`src/rtl/core/multichannel_biquad_filter_assert.svh`:
```
// Assertion macros for the multichannel biquad filter.
// Included by the top level; no other dependencies.
`ifndef MULTICHANNEL_BIQUAD_FILTER_ASSERT_SVH
`define MULTICHANNEL_BIQUAD_FILTER_ASSERT_SVH

// Same-cycle implication, disabled during reset
`define MBQ_ASSERT_IMPL(label, clk, rstn, ante, cons, msg) \
    label: assert property (@(posedge clk) disable iff (!(rstn)) (ante) |-> (cons)) \
        else $error(msg);

// Next-cycle implication, disabled during reset
`define MBQ_ASSERT_NEXT(label, clk, rstn, ante, cons, msg) \
    label: assert property (@(posedge clk) disable iff (!(rstn)) (ante) |=> (cons)) \
        else $error(msg);

`endif

```
`src/rtl/core/mbq_pkg.sv`:
```
// Shared types, constants, microcode program and saturating arithmetic
// for the multichannel biquad filter. No dependencies.
package mbq_pkg;

    localparam int MAX_CHANNELS_DEF = 16;
    localparam int SAMPLE_BITS_DEF  = 24;
    localparam int COEF_BITS_DEF    = 24;
    localparam int DELAY_BITS       = 32;
    localparam int ACC_BITS         = 64;
    localparam int CH_BITS          = 4;
    localparam int CH_USE_BITS      = 5;
    localparam int CFG_ADDR_W       = 3;
    localparam int NUM_REGS         = 6;
    localparam int STEP_W           = 3;

    // Configuration register indexes
    typedef enum logic [CFG_ADDR_W-1:0] {
        REG_B0     = 3'd0,
        REG_B1     = 3'd1,
        REG_B2     = 3'd2,
        REG_A1     = 3'd3,
        REG_A2     = 3'd4,
        REG_CH_USE = 3'd5
    } reg_idx_t;

    // Multiplier coefficient operand
    typedef enum logic [2:0] {
        CS_B0 = 3'd0,
        CS_B1 = 3'd1,
        CS_B2 = 3'd2,
        CS_A1 = 3'd3,
        CS_A2 = 3'd4
    } coef_sel_t;

    // Multiplier data operand
    typedef enum logic [1:0] {
        DS_D1 = 2'd0,
        DS_D2 = 2'd1,
        DS_W  = 2'd2
    } data_sel_t;

    // Accumulator operation
    typedef enum logic [2:0] {
        ACC_HOLD   = 3'd0,
        ACC_LOAD_X = 3'd1,
        ACC_SUB_P  = 3'd2,
        ACC_ADD_P  = 3'd3,
        ACC_LOAD_P = 3'd4
    } acc_op_t;

    // One microcode control word
    typedef struct packed {
        coef_sel_t         coef_sel;
        data_sel_t         data_sel;
        acc_op_t           acc_op;
        logic              w_ld;
        logic              mem_wr;
        logic              out_ld;
        logic              jmp_err;
        logic [STEP_W-1:0] jmp_to;
        logic              last;
    } ucode_t;

    // Sequencer to datapath control
    typedef struct packed {
        ucode_t uc;
        logic   en;
    } seq_ctl_t;

    localparam logic [STEP_W-1:0] STEP_OUT = 3'd6;

    // Microcode program: feedback MACs, round w, feedforward MACs, round y
    function automatic ucode_t ucode_rom(input logic [STEP_W-1:0] step);
        ucode_t w;
        w = '0;
        unique case (step)
            3'd0: begin
                w.coef_sel = CS_A1;
                w.data_sel = DS_D1;
                w.acc_op   = ACC_LOAD_X;
                w.jmp_err  = 1'b1;
                w.jmp_to   = STEP_OUT;
            end
            3'd1: begin
                w.coef_sel = CS_A2;
                w.data_sel = DS_D2;
                w.acc_op   = ACC_SUB_P;
            end
            3'd2: begin
                w.coef_sel = CS_B1;
                w.data_sel = DS_D1;
                w.acc_op   = ACC_SUB_P;
            end
            3'd3: begin
                w.coef_sel = CS_B2;
                w.data_sel = DS_D2;
                w.acc_op   = ACC_LOAD_P;
                w.w_ld     = 1'b1;
            end
            3'd4: begin
                w.coef_sel = CS_B0;
                w.data_sel = DS_W;
                w.acc_op   = ACC_ADD_P;
                w.mem_wr   = 1'b1;
            end
            3'd5: begin
                w.acc_op   = ACC_ADD_P;
            end
            3'd6: begin
                w.out_ld   = 1'b1;
                w.last     = 1'b1;
            end
            default: begin
                w.last     = 1'b1;
            end
        endcase
        return w;
    endfunction

    // Add or subtract with saturation at the accumulator limits
    function automatic logic signed [ACC_BITS-1:0] sat_addsub(
        input logic signed [ACC_BITS-1:0] a,
        input logic signed [ACC_BITS-1:0] b,
        input logic                       sub
    );
        logic [ACC_BITS:0]       s;
        logic [ACC_BITS-1:0]     r;
        if (sub) begin
            s = {a[ACC_BITS-1], a} - {b[ACC_BITS-1], b};
        end else begin
            s = {a[ACC_BITS-1], a} + {b[ACC_BITS-1], b};
        end
        if (s[ACC_BITS] != s[ACC_BITS-1]) begin
            r = s[ACC_BITS] ? {1'b1, {(ACC_BITS-1){1'b0}}} : {1'b0, {(ACC_BITS-1){1'b1}}};
        end else begin
            r = s[ACC_BITS-1:0];
        end
        return r;
    endfunction

endpackage

```
`src/rtl/core/mbq_seq.sv`:
```
// Microcode sequencer: step counter, program fetch and conditional jump.
// Depends on mbq_pkg.
module mbq_seq
    import mbq_pkg::*;
(
    input  logic     aclk,
    input  logic     aresetn,
    input  logic     start,
    input  logic     err,
    input  logic     out_busy,
    output seq_ctl_t ctl,
    output logic     busy
);

    logic              busy_reg, busy_next;
    logic [STEP_W-1:0] step_reg, step_next;
    ucode_t            uc;
    logic              en;

    // Fetch the control word and hold on a blocked result load
    always_comb begin
        uc  = ucode_rom(step_reg);
        en  = busy_reg && !(uc.out_ld && out_busy);
        ctl = '{uc: uc, en: en};
    end

    // Advance, jump or finish
    always_comb begin
        busy_next = busy_reg;
        step_next = step_reg;
        priority if (start) begin
            busy_next = 1'b1;
            step_next = '0;
        end else if (en && uc.last) begin
            busy_next = 1'b0;
        end else if (en && uc.jmp_err && err) begin
            step_next = uc.jmp_to;
        end else if (en) begin
            step_next = step_reg + STEP_W'(1);
        end else begin
            step_next = step_reg;
        end
    end

    always_ff @(posedge aclk) begin
        if (!aresetn) begin
            busy_reg <= 1'b0;
            step_reg <= '0;
        end else begin
            busy_reg <= busy_next;
            step_reg <= step_next;
        end
    end

    assign busy = busy_reg;

endmodule

```
`src/rtl/core/mbq_delay_ram.sv`:
```
// Per-channel delay memory (d1, d2 in one row) with registered read and
// valid bits that clear at reset and on a configuration write. Depends on mbq_pkg.
module mbq_delay_ram
    import mbq_pkg::*;
#(
    parameter int DEPTH  = MAX_CHANNELS_DEF,
    parameter int ADDR_W = 4
) (
    input  logic                         aclk,
    input  logic                         aresetn,
    input  logic                         clear,
    input  logic                         rd_en,
    input  logic [ADDR_W-1:0]            rd_addr,
    input  logic                         wr_en,
    input  logic [ADDR_W-1:0]            wr_addr,
    input  logic signed [DELAY_BITS-1:0] wr_d1,
    input  logic signed [DELAY_BITS-1:0] wr_d2,
    output logic signed [DELAY_BITS-1:0] rd_d1,
    output logic signed [DELAY_BITS-1:0] rd_d2
);

    logic [2*DELAY_BITS-1:0] mem [DEPTH];
    logic [DEPTH-1:0]        valid_reg;
    logic [2*DELAY_BITS-1:0] rd_row_reg;
    logic                    rd_vld_reg;

    // Write a row
    always_ff @(posedge aclk) begin
        if (wr_en) begin
            mem[wr_addr] <= {wr_d2, wr_d1};
        end
    end

    // Mark written rows; drop all on reset or clear
    always_ff @(posedge aclk) begin
        if (!aresetn || clear) begin
            valid_reg <= '0;
        end else if (wr_en) begin
            valid_reg[wr_addr] <= 1'b1;
        end
    end

    // Registered read
    always_ff @(posedge aclk) begin
        if (rd_en) begin
            rd_row_reg <= mem[rd_addr];
            rd_vld_reg <= valid_reg[rd_addr];
        end
    end

    // A row never written since the last clear reads as zero
    assign rd_d1 = rd_vld_reg ? rd_row_reg[DELAY_BITS-1:0] : '0;
    assign rd_d2 = rd_vld_reg ? rd_row_reg[2*DELAY_BITS-1:DELAY_BITS] : '0;

endmodule

```
`src/rtl/core/mbq_datapath.sv`:
```
// Shared multiplier, saturating accumulator and rounding unit, driven by
// the sequencer's control word. Depends on mbq_pkg.
module mbq_datapath
    import mbq_pkg::*;
#(
    parameter int SAMPLE_BITS = SAMPLE_BITS_DEF,
    parameter int COEF_BITS   = COEF_BITS_DEF
) (
    input  logic                          aclk,
    input  logic                          in_ld,
    input  logic signed [SAMPLE_BITS-1:0] x_in,
    input  logic signed [COEF_BITS-1:0]   b0,
    input  logic signed [COEF_BITS-1:0]   b1,
    input  logic signed [COEF_BITS-1:0]   b2,
    input  logic signed [COEF_BITS-1:0]   a1,
    input  logic signed [COEF_BITS-1:0]   a2,
    input  seq_ctl_t                      ctl,
    input  logic signed [DELAY_BITS-1:0]  d1,
    input  logic signed [DELAY_BITS-1:0]  d2,
    output logic signed [DELAY_BITS-1:0]  w_out,
    output logic signed [SAMPLE_BITS-1:0] y_out
);

    localparam int CFRAC  = COEF_BITS - 3;
    localparam int PROD_W = COEF_BITS + DELAY_BITS;
    localparam logic signed [ACC_BITS-1:0] RND_BIAS = ACC_BITS'(1) <<< (CFRAC - 1);
    localparam logic signed [ACC_BITS-1:0] W_MAX =
        (ACC_BITS'(1) <<< (DELAY_BITS - 1)) - ACC_BITS'(1);
    localparam logic signed [ACC_BITS-1:0] W_MIN = ~W_MAX;
    localparam logic signed [ACC_BITS-1:0] Y_MAX =
        (ACC_BITS'(1) <<< (SAMPLE_BITS - 1)) - ACC_BITS'(1);
    localparam logic signed [ACC_BITS-1:0] Y_MIN = ~Y_MAX;

    logic signed [SAMPLE_BITS-1:0] x_reg;
    logic signed [PROD_W-1:0]      prod_reg, prod_next;
    logic signed [ACC_BITS-1:0]    acc_reg, acc_next;
    logic signed [DELAY_BITS-1:0]  w_reg, w_next;
    logic signed [COEF_BITS-1:0]   coef_op;
    logic signed [DELAY_BITS-1:0]  data_op;
    logic signed [ACC_BITS-1:0]    prod_ext;
    logic signed [ACC_BITS-1:0]    x_ext;
    logic signed [ACC_BITS-1:0]    biased;
    logic signed [ACC_BITS-1:0]    shifted;

    // Operand select and multiply
    always_comb begin
        unique case (ctl.uc.coef_sel)
            CS_B0:   coef_op = b0;
            CS_B1:   coef_op = b1;
            CS_B2:   coef_op = b2;
            CS_A1:   coef_op = a1;
            CS_A2:   coef_op = a2;
            default: coef_op = '0;
        endcase
        unique case (ctl.uc.data_sel)
            DS_D1:   data_op = d1;
            DS_D2:   data_op = d2;
            DS_W:    data_op = w_reg;
            default: data_op = '0;
        endcase
        prod_next = PROD_W'(coef_op) * PROD_W'(data_op);
    end

    // Accumulate the registered product
    always_comb begin
        prod_ext = ACC_BITS'(prod_reg);
        x_ext    = ACC_BITS'(x_reg) <<< CFRAC;
        unique case (ctl.uc.acc_op)
            ACC_HOLD:   acc_next = acc_reg;
            ACC_LOAD_X: acc_next = x_ext;
            ACC_SUB_P:  acc_next = sat_addsub(acc_reg, prod_ext, 1'b1);
            ACC_ADD_P:  acc_next = sat_addsub(acc_reg, prod_ext, 1'b0);
            ACC_LOAD_P: acc_next = prod_ext;
            default:    acc_next = acc_reg;
        endcase
    end

    // Round half up, drop the coefficient fraction, then saturate
    always_comb begin
        biased  = sat_addsub(acc_reg, RND_BIAS, 1'b0);
        shifted = biased >>> CFRAC;
        if (shifted > W_MAX) begin
            w_next = W_MAX[DELAY_BITS-1:0];
        end else if (shifted < W_MIN) begin
            w_next = W_MIN[DELAY_BITS-1:0];
        end else begin
            w_next = shifted[DELAY_BITS-1:0];
        end
        if (shifted > Y_MAX) begin
            y_out = Y_MAX[SAMPLE_BITS-1:0];
        end else if (shifted < Y_MIN) begin
            y_out = Y_MIN[SAMPLE_BITS-1:0];
        end else begin
            y_out = shifted[SAMPLE_BITS-1:0];
        end
    end

    always_ff @(posedge aclk) begin
        if (in_ld) begin
            x_reg <= x_in;
        end
        if (ctl.en) begin
            prod_reg <= prod_next;
            acc_reg  <= acc_next;
        end
        if (ctl.en && ctl.uc.w_ld) begin
            w_reg <= w_next;
        end
    end

    assign w_out = w_reg;

endmodule

```
`src/rtl/core/multichannel_biquad_filter.sv`:
```
// Multichannel direct-form-II biquad: coefficient registers, channel check,
// result register and assertions. Depends on mbq_pkg, mbq_seq, mbq_delay_ram,
// mbq_datapath and multichannel_biquad_filter_assert.svh.
//
// Usage:
//   Input requests carry one Q1.23 sample in s_tdata and its channel in s_tuser.
//   Each yields one result: filtered sample in m_tdata, channel and an error flag
//   in m_tuser. A channel at or above channels_in_use (or MAX_CHANNELS) gives
//   the error flag, a zero sample, and leaves the delays alone.
//   One request is in work at a time. A valid channel runs the seven-step
//   microcode program on one shared multiplier before m_tvalid rises, and
//   s_tready returns as m_tvalid rises. A flagged channel jumps from the
//   first step straight to the output step.
//   The result register lets a new request start while a result waits; a
//   stalled receiver holds the sequencer at its output step until m_tready.
//   Reset (aresetn low, synchronous) clears coefficients to zero, sets
//   channels_in_use to one and clears all delays. Any write to a listed
//   register also clears all delays; write configuration only while idle.
module multichannel_biquad_filter
    import mbq_pkg::*;
#(
    parameter int MAX_CHANNELS = MAX_CHANNELS_DEF,
    parameter int SAMPLE_BITS  = SAMPLE_BITS_DEF,
    parameter int COEF_BITS    = COEF_BITS_DEF
) (
    input  logic                                aclk,
    input  logic                                aresetn,
    // Input channel
    input  logic                                s_tvalid,
    output logic                                s_tready,
    input  logic [((SAMPLE_BITS+7)/8)*8-1:0]    s_tdata,   // sample_in
    input  logic [CH_BITS-1:0]                  s_tuser,   // channel_index
    // Result channel
    output logic                                m_tvalid,
    input  logic                                m_tready,
    output logic [((SAMPLE_BITS+7)/8)*8-1:0]    m_tdata,   // sample_out
    output logic [CH_BITS:0]                    m_tuser,   // channel_out, channel_error
    // Configuration write port
    input  logic                                cfg_we,
    input  logic [CFG_ADDR_W-1:0]               cfg_addr,
    input  logic [COEF_BITS-1:0]                cfg_wdata
);

    localparam int TDATA_W = ((SAMPLE_BITS + 7) / 8) * 8;
    localparam int ADDR_W  = (MAX_CHANNELS > 1) ? $clog2(MAX_CHANNELS) : 1;

    logic signed [COEF_BITS-1:0]   b0_reg, b1_reg, b2_reg, a1_reg, a2_reg;
    logic [CH_USE_BITS-1:0]        ch_use_reg;
    logic [CH_BITS-1:0]            ch_reg;
    logic                          err_reg;
    logic                          err_next;
    logic                          m_valid_reg, m_valid_next;
    logic [CH_BITS-1:0]            out_ch_reg;
    logic [SAMPLE_BITS-1:0]        out_sample_reg;
    logic                          out_err_reg;
    logic                          accept;
    logic                          cfg_hit;
    logic                          out_ld_en;
    logic                          seq_busy;
    seq_ctl_t                      ctl;
    logic signed [DELAY_BITS-1:0]  d1, d2, w_val;
    logic signed [SAMPLE_BITS-1:0] y_val;

    assign accept   = s_tvalid && s_tready;
    assign s_tready = !seq_busy;
    assign cfg_hit  = cfg_we && (32'(cfg_addr) < 32'(NUM_REGS));
    assign err_next = ({1'b0, s_tuser} >= ch_use_reg) || (32'(s_tuser) >= 32'(MAX_CHANNELS));
    assign out_ld_en = ctl.en && ctl.uc.out_ld;

    // Configuration registers
    always_ff @(posedge aclk) begin
        if (!aresetn) begin
            b0_reg     <= '0;
            b1_reg     <= '0;
            b2_reg     <= '0;
            a1_reg     <= '0;
            a2_reg     <= '0;
            ch_use_reg <= CH_USE_BITS'(1);
        end else if (cfg_we) begin
            unique case (reg_idx_t'(cfg_addr))
                REG_B0:     b0_reg     <= cfg_wdata;
                REG_B1:     b1_reg     <= cfg_wdata;
                REG_B2:     b2_reg     <= cfg_wdata;
                REG_A1:     a1_reg     <= cfg_wdata;
                REG_A2:     a2_reg     <= cfg_wdata;
                REG_CH_USE: ch_use_reg <= cfg_wdata[CH_USE_BITS-1:0];
                default:    ;
            endcase
        end
    end

    // Capture the request's channel and its check
    always_ff @(posedge aclk) begin
        if (!aresetn) begin
            err_reg <= 1'b0;
        end else if (accept) begin
            err_reg <= err_next;
        end
    end

    always_ff @(posedge aclk) begin
        if (accept) begin
            ch_reg <= s_tuser;
        end
    end

    mbq_seq u_seq (
        .aclk     (aclk),
        .aresetn  (aresetn),
        .start    (accept),
        .err      (err_reg),
        .out_busy (m_valid_reg && !m_tready),
        .ctl      (ctl),
        .busy     (seq_busy)
    );

    mbq_delay_ram #(
        .DEPTH  (MAX_CHANNELS),
        .ADDR_W (ADDR_W)
    ) u_ram (
        .aclk    (aclk),
        .aresetn (aresetn),
        .clear   (cfg_hit),
        .rd_en   (accept && !err_next),
        .rd_addr (ADDR_W'(s_tuser)),
        .wr_en   (ctl.en && ctl.uc.mem_wr),
        .wr_addr (ADDR_W'(ch_reg)),
        .wr_d1   (w_val),
        .wr_d2   (d1),
        .rd_d1   (d1),
        .rd_d2   (d2)
    );

    mbq_datapath #(
        .SAMPLE_BITS (SAMPLE_BITS),
        .COEF_BITS   (COEF_BITS)
    ) u_dp (
        .aclk  (aclk),
        .in_ld (accept),
        .x_in  (s_tdata[SAMPLE_BITS-1:0]),
        .b0    (b0_reg),
        .b1    (b1_reg),
        .b2    (b2_reg),
        .a1    (a1_reg),
        .a2    (a2_reg),
        .ctl   (ctl),
        .d1    (d1),
        .d2    (d2),
        .w_out (w_val),
        .y_out (y_val)
    );

    // Result register
    always_comb begin
        m_valid_next = m_valid_reg;
        priority if (out_ld_en) begin
            m_valid_next = 1'b1;
        end else if (m_tready) begin
            m_valid_next = 1'b0;
        end else begin
            m_valid_next = m_valid_reg;
        end
    end

    always_ff @(posedge aclk) begin
        if (!aresetn) begin
            m_valid_reg <= 1'b0;
        end else begin
            m_valid_reg <= m_valid_next;
        end
    end

    always_ff @(posedge aclk) begin
        if (out_ld_en) begin
            out_ch_reg     <= ch_reg;
            out_err_reg    <= err_reg;
            out_sample_reg <= err_reg ? '0 : y_val;
        end
    end

    assign m_tvalid = m_valid_reg;
    assign m_tdata  = TDATA_W'(out_sample_reg);
    assign m_tuser  = {out_err_reg, out_ch_reg};

`include "multichannel_biquad_filter_assert.svh"

    `MBQ_ASSERT_NEXT(a_accept_starts, aclk, aresetn, accept, seq_busy, "accepted request did not start the sequencer")
    `MBQ_ASSERT_IMPL(a_out_no_overwrite, aclk, aresetn, out_ld_en, !m_valid_reg || m_tready, "result register overwritten")
    `MBQ_ASSERT_IMPL(a_err_no_write, aclk, aresetn, ctl.en && ctl.uc.mem_wr, !err_reg, "delay write for a flagged channel")
    `MBQ_ASSERT_IMPL(a_err_zero, aclk, aresetn, m_tvalid && m_tuser[CH_BITS], out_sample_reg == '0, "flagged result with nonzero sample")

endmodule
```
`config.mk`:
```
export PLATFORM = sky130hd
export DESIGN_NAME = multichannel_biquad_filter
export DESIGN_NICKNAME = d
export VERILOG_FILES = /design/src/rtl/core/mbq_pkg.sv /design/src/rtl/core/mbq_seq.sv /design/src/rtl/core/mbq_delay_ram.sv /design/src/rtl/core/mbq_datapath.sv /design/src/rtl/core/multichannel_biquad_filter.sv
export VERILOG_INCLUDE_DIRS = /design/src /design/src/rtl/core
export SDC_FILE = /design/constraint.sdc
export NUM_CORES = 2
export LEC_CHECK = 0
export CAP_MARGIN = 20
export CORE_MARGIN = 2
export CORE_UTILIZATION = 50
export CTS_CLUSTER_SIZE = 8
export DETAILED_ROUTE_END_ITERATION = 7
export DONT_BUFFER_PORTS = 1
export PLACE_DENSITY = 0.73
export SLEW_MARGIN = 20
export SYNTH_ARGS = -nofsm -noshare
export SYNTH_HDL_FRONTEND = slang
export SYNTH_HIERARCHICAL = 1
export SYNTH_SLANG_ARGS = --single-unit
export TNS_END_PERCENT = 30
```
`constraint.sdc`:
```
create_clock -name aclk -period 10.1 [get_ports aclk]
set_clock_uncertainty 0.15 [all_clocks]
set_input_delay 0.505 -clock aclk [delete_from_list [all_inputs] [get_ports aclk]]
set_output_delay 0.505 -clock aclk [all_outputs]
set_load 0.02 [all_outputs]
```
After elaboration in Yosys (flattened, before gate mapping)
Memories as Yosys holds them, arrays and structs flattened. A register that Yosys moved wholly into a read port is not among the register bits.
Index checks and enable logic that the tools add are counted.
- $add $sub $neg: 4
- multiply operators: 1
- magnitude comparators: 9
- equal/unequal tests: 24
- muxes and demuxes: 35
- bitwise logic cells: 3
- reduce and logical (&&, ||, !) cells: 40
- operators by type and width (kind ; count):
    $mux 64 ; 6
    $pmux 64 s4 ; 1
    $mux 65 ; 2
    $pmux 24 s5 ; 1
    $mux 32 ; 3
    $pmux 32 s3 ; 1
    $add 64x22->65 const B ; 1
    $add 64x56->65 ; 1
    $sub 64x56->65 ; 1
    $mul 24x32->56 ; 1
    $gt 43x24->1 const B ; 1
    $gt 43x32->1 const B ; 1
    $lt 43x24->1 const B ; 1
    $lt 43x32->1 const B ; 1
    $pmux 5 s5 ; 1
    $eq 3x2->1 const B ; 8
    $mux 24 ; 1
    $mux 23 ; 1
    $eq 3x3->1 const B ; 7
    $or 16x16->16 ; 1
    $reduce_and 2->1 ; 8
    $logic_and 1x1->1 ; 13
    $eq 3x1->1 const B ; 4
    $mux 1 ; 12
    other kinds (22) ; 38
- flip-flop bits (word level): 357
- memory bits (writable): 1024
- input port bits: 60
- output and inout bits: 31
- logic and storage cells: 138
- memories kept: 1
- memories (name ; words ; bits a word ; rd ports ; clocked after Yosys merged registers in ; wr ports ; RTL line ; RTL):
    u_ram.mem ; 16 ; 64 ; 1 ; 1 ; 1 ; mbq_delay_ram.sv:22 ; logic [2*DELAY_BITS-1:0] mem [DEPTH];

Depth between registers and ports, before layout
- depth after elaboration: 9
- depth in mapped cells: 40

Modules after synthesis
Netlist, hierarchy kept.
- by module, submodules not included (module ; times used ; cells each ; area an instance (um^2) ; sequential area each (um^2)):
    mbq_datapath ; 1 ; 5214 ; 44624.0 ; 5285.1
    mbq_delay_ram ; 1 ; 1763 ; 41302.1 ; 33021.7
    multichannel_biquad_filter ; 1 ; 635 ; 5983.2 ; 3533.4
    mbq_seq ; 1 ; 56 ; 459.2 ; 80.1

Worst setup path after synthesis
Ideal clock, no wire load.
- kind: register to register
- start: register u_seq.step_reg[0]
- end: register u_dp.prod_reg[52] (data pin)
- library setup time: 267 ps
- arrival: 9069 ps
- data required time: 9683 ps
- slack: 614 ps
- stages on the path, launching flop included: 33
- clock period less this slack: 9486 ps
- cells stage by stage: dfxtp_1 > buf_6 > inv_1 > ha_1 > nor2b_1 > or2_1 > clkbuf_1 > clkbuf_1 > mux2i_1 > o21ai_0 > a221oi_1 > clkbuf_1 > nor2_1 > fa_1 > fa_1 > fa_1 > fa_1 > fa_1 > fa_1 > inv_1 > fa_1 > inv_1 > ha_1 > a21o_1 > a21oi_1 > o21ai_0 > a21oi_1 > nor3b_1 > nor4_1 > o21ai_0 > a21o_1 > a2111oi_0 > nor2_1
- RTL lines (what ; RTL line ; RTL):
    from (decl) ; mbq_seq.sv:16 ; logic [STEP_W-1:0] step_reg, step_next;
    from (signal assigned) ; mbq_seq.sv:51 ; step_reg <= step_next;
    to (signal assigned) ; mbq_datapath.sv:103 ; prod_reg <= prod_next;
    to (decl) ; mbq_datapath.sv:35 ; logic signed [PROD_W-1:0] prod_reg, prod_next;

==> flow_metrics.tcl <==
set metrics [dict create \
    setup_violations 0 \
    worst_pin_slew_ps 1710 \
    nNetsFinal 8890 \
    final_area_um2 102000 \
    synth.cell_area_um2 92300 \
    maxSlewViolCount 72 \
    numCtsBuffers 200 \
    core_um2 183000 \
    internal_power_mw 11.5 \
    drt_iter0_markers 7277 \
    worstPathArrival_ps 10130 \
    yosys_warnings 6 \
    failed_checks "DRC, slew limit" \
    h-tree-depth 4 \
    grt_pass1_wl_mm 417 \
    hold_path_class "input port to register" \
    p_leak_nw 39.3 \
    worst_slack_ps 389 \
    start_kind "register" \
    clk_latency_ps 830 \
    wl_per_cell_um 27.0 \
    antenna_found_initial 10 \
    placedCellCount 9940 \
    drc_errors 2 \
    power.total_mw 16.4 \
    final-instance-count-excl-fill 10300 \
    max-slew-margin-rel -0.142 \
    worst_path_most_repeated_cell "fa_1" \
    fin_util 0.556 \
    via_per_inst 6.11 \
    finalCritPeriodShare 0.961 \
    cts_sinks 1445 \
    dpl_worst_slack_ps 52.2 \
    fp.dieArea_um2 188000 \
    p_comb_frac 0.213 \
    grt_pass1_vias 65600 \
    required_ps 10520 \
    overflow 0 \
    holdWs_ps 60.9 \
    synth_nets 8796 \
    firstDrtPassIters 8 \
    via_count 62800 \
    wl_mm 278 \
    clockBufferDepth 3 \
    cts_tree "done" \
    largest_reg_flops 1024 \
    critPathMaxFanout 32 \
    status "finished with violations" \
    grt_max_degree 263 \
    clock_power_share 0.371 \
    ant_nets 0 \
    netSwitchingPower_mw 4.91 \
    hpwlAfterDp_mm 183 \
    start_util 0.504 \
    setup_tns_ps 0 \
    portBuffers 0 \
    max_stage_delay_ps 550 \
    drive_gt1_frac 0.104 \
    period_needed_ps 9710 \
    row_count 157 \
    syn-instance-count 7663 \
    area_delta_synth_final_pct 10.4 \
    critPathSlowestCell "fa_1" \
    place_congestion 0.960 \
    p_per_area_nw_per_um2 160 \
    grt_use_total 0.300 \
    p_sw_frac 0.300 \
    syn_avg_cell_area_um2 12.0 \
    fmax_mhz 103 \
    clk_pin_slew_worst_paths_ps 50 \
    crit_path_end_kind "register" \
    critPathKind "register to register" \
    die_x_um 434 \
    ir_drop_v 0.000150 \
    dpl_cell_area_um2 95600 \
    pwr-share-seq 0.416 \
    maxCapViolCount 0 \
    die_h_um 434 \
    root_buffer "clkbuf_16" \
    hold_viol 0 \
    io_pins 91 \
]
power groups by stage:
| stage | sequential, mW | clock, mW | combinational, mW |
|---|---|---|---|
| after floorplan | 6.82 | 0 | 2.38 |
| after global placement | 6.91 | 0 | 3.29 |
| after detailed placement | 6.91 | 0 | 3.32 |
| after CTS | 6.80 | 6.12 | 3.38 |
| after global routing | 6.81 | 6.35 | 3.74 |
| final | 6.81 | 6.07 | 3.49 |
cells in the final DEF, fill, tap and decap left out, drive strengths merged, types with 22 or more instances in the layout:
cell type and instances:
and3 22, nor3 59, nand2b 32, o21ai 219
nor2 472, o31ai 22, a211oi 55, o21bai 41
a21oi 301, and2 131, xor2 36, o21a 57
a22oi 135, xnor2 169, nand2 977, dlygate4sd3 66
a21o 63, nor4 22, fa 785, o211ai 23
dfxtp 147, nand4 34, ha 288, inv 995
a21boi 131, mux2i 63, a221o 45, nor2b 83
clkbuf 234, buf 220, nand3 75, mux4 260
edfxtp 1298
per-layer routing:
metal  routed length (µm)  track usage
met5                   63            0
met4                14500        0.141
met3                25300       0.0558
met2               136000        0.500
met1               102000        0.379
worst paths after layout:
path / start / end / slack (ps) / cells past startpoint
setup / recovery: u_seq/step_reg[1] / u_dp/prod_reg[52] / 390 / 35
setup reg to reg: u_seq/step_reg[1] / u_dp/prod_reg[52] / 390 / 35
hold reg to reg: a1_reg[12] / a1_reg[12] / 300 / 2
hold / removal: cfg_addr[1] / ch_use_reg[2] / 60 / 4
layout make-up:
cell class              count  area (µm²)
fillers                 14700       81300
multi-input cells        4826       45200
flip-flops and latches   1445       41900
clock buffers             233        5170
inverters                 997        3750
well taps                2464        3080
repair buffers            287        2530
clock inverters            16         305
diodes                      9        22.5
worst max-delay path, delay by kind of cell, from the launching register on:
kind	cells	cell delay (ps)
AND/OR/NAND/NOR	7	1250
AO/OA/AOI/OAI	10	2210
flip-flops	1	450
buffers and inverters	9	1170
adder cells (fa/ha/maj)	9	4160
what timing repair did:
action	4_1_cts	5_1_grt
hold endpoints to repair	166	0
hold buffers	67	0
setup endpoints to repair	0	20
setup buffers	0	10
gates resized for setup	0	26
Note: power is estimated with default switching activity, not from simulation.
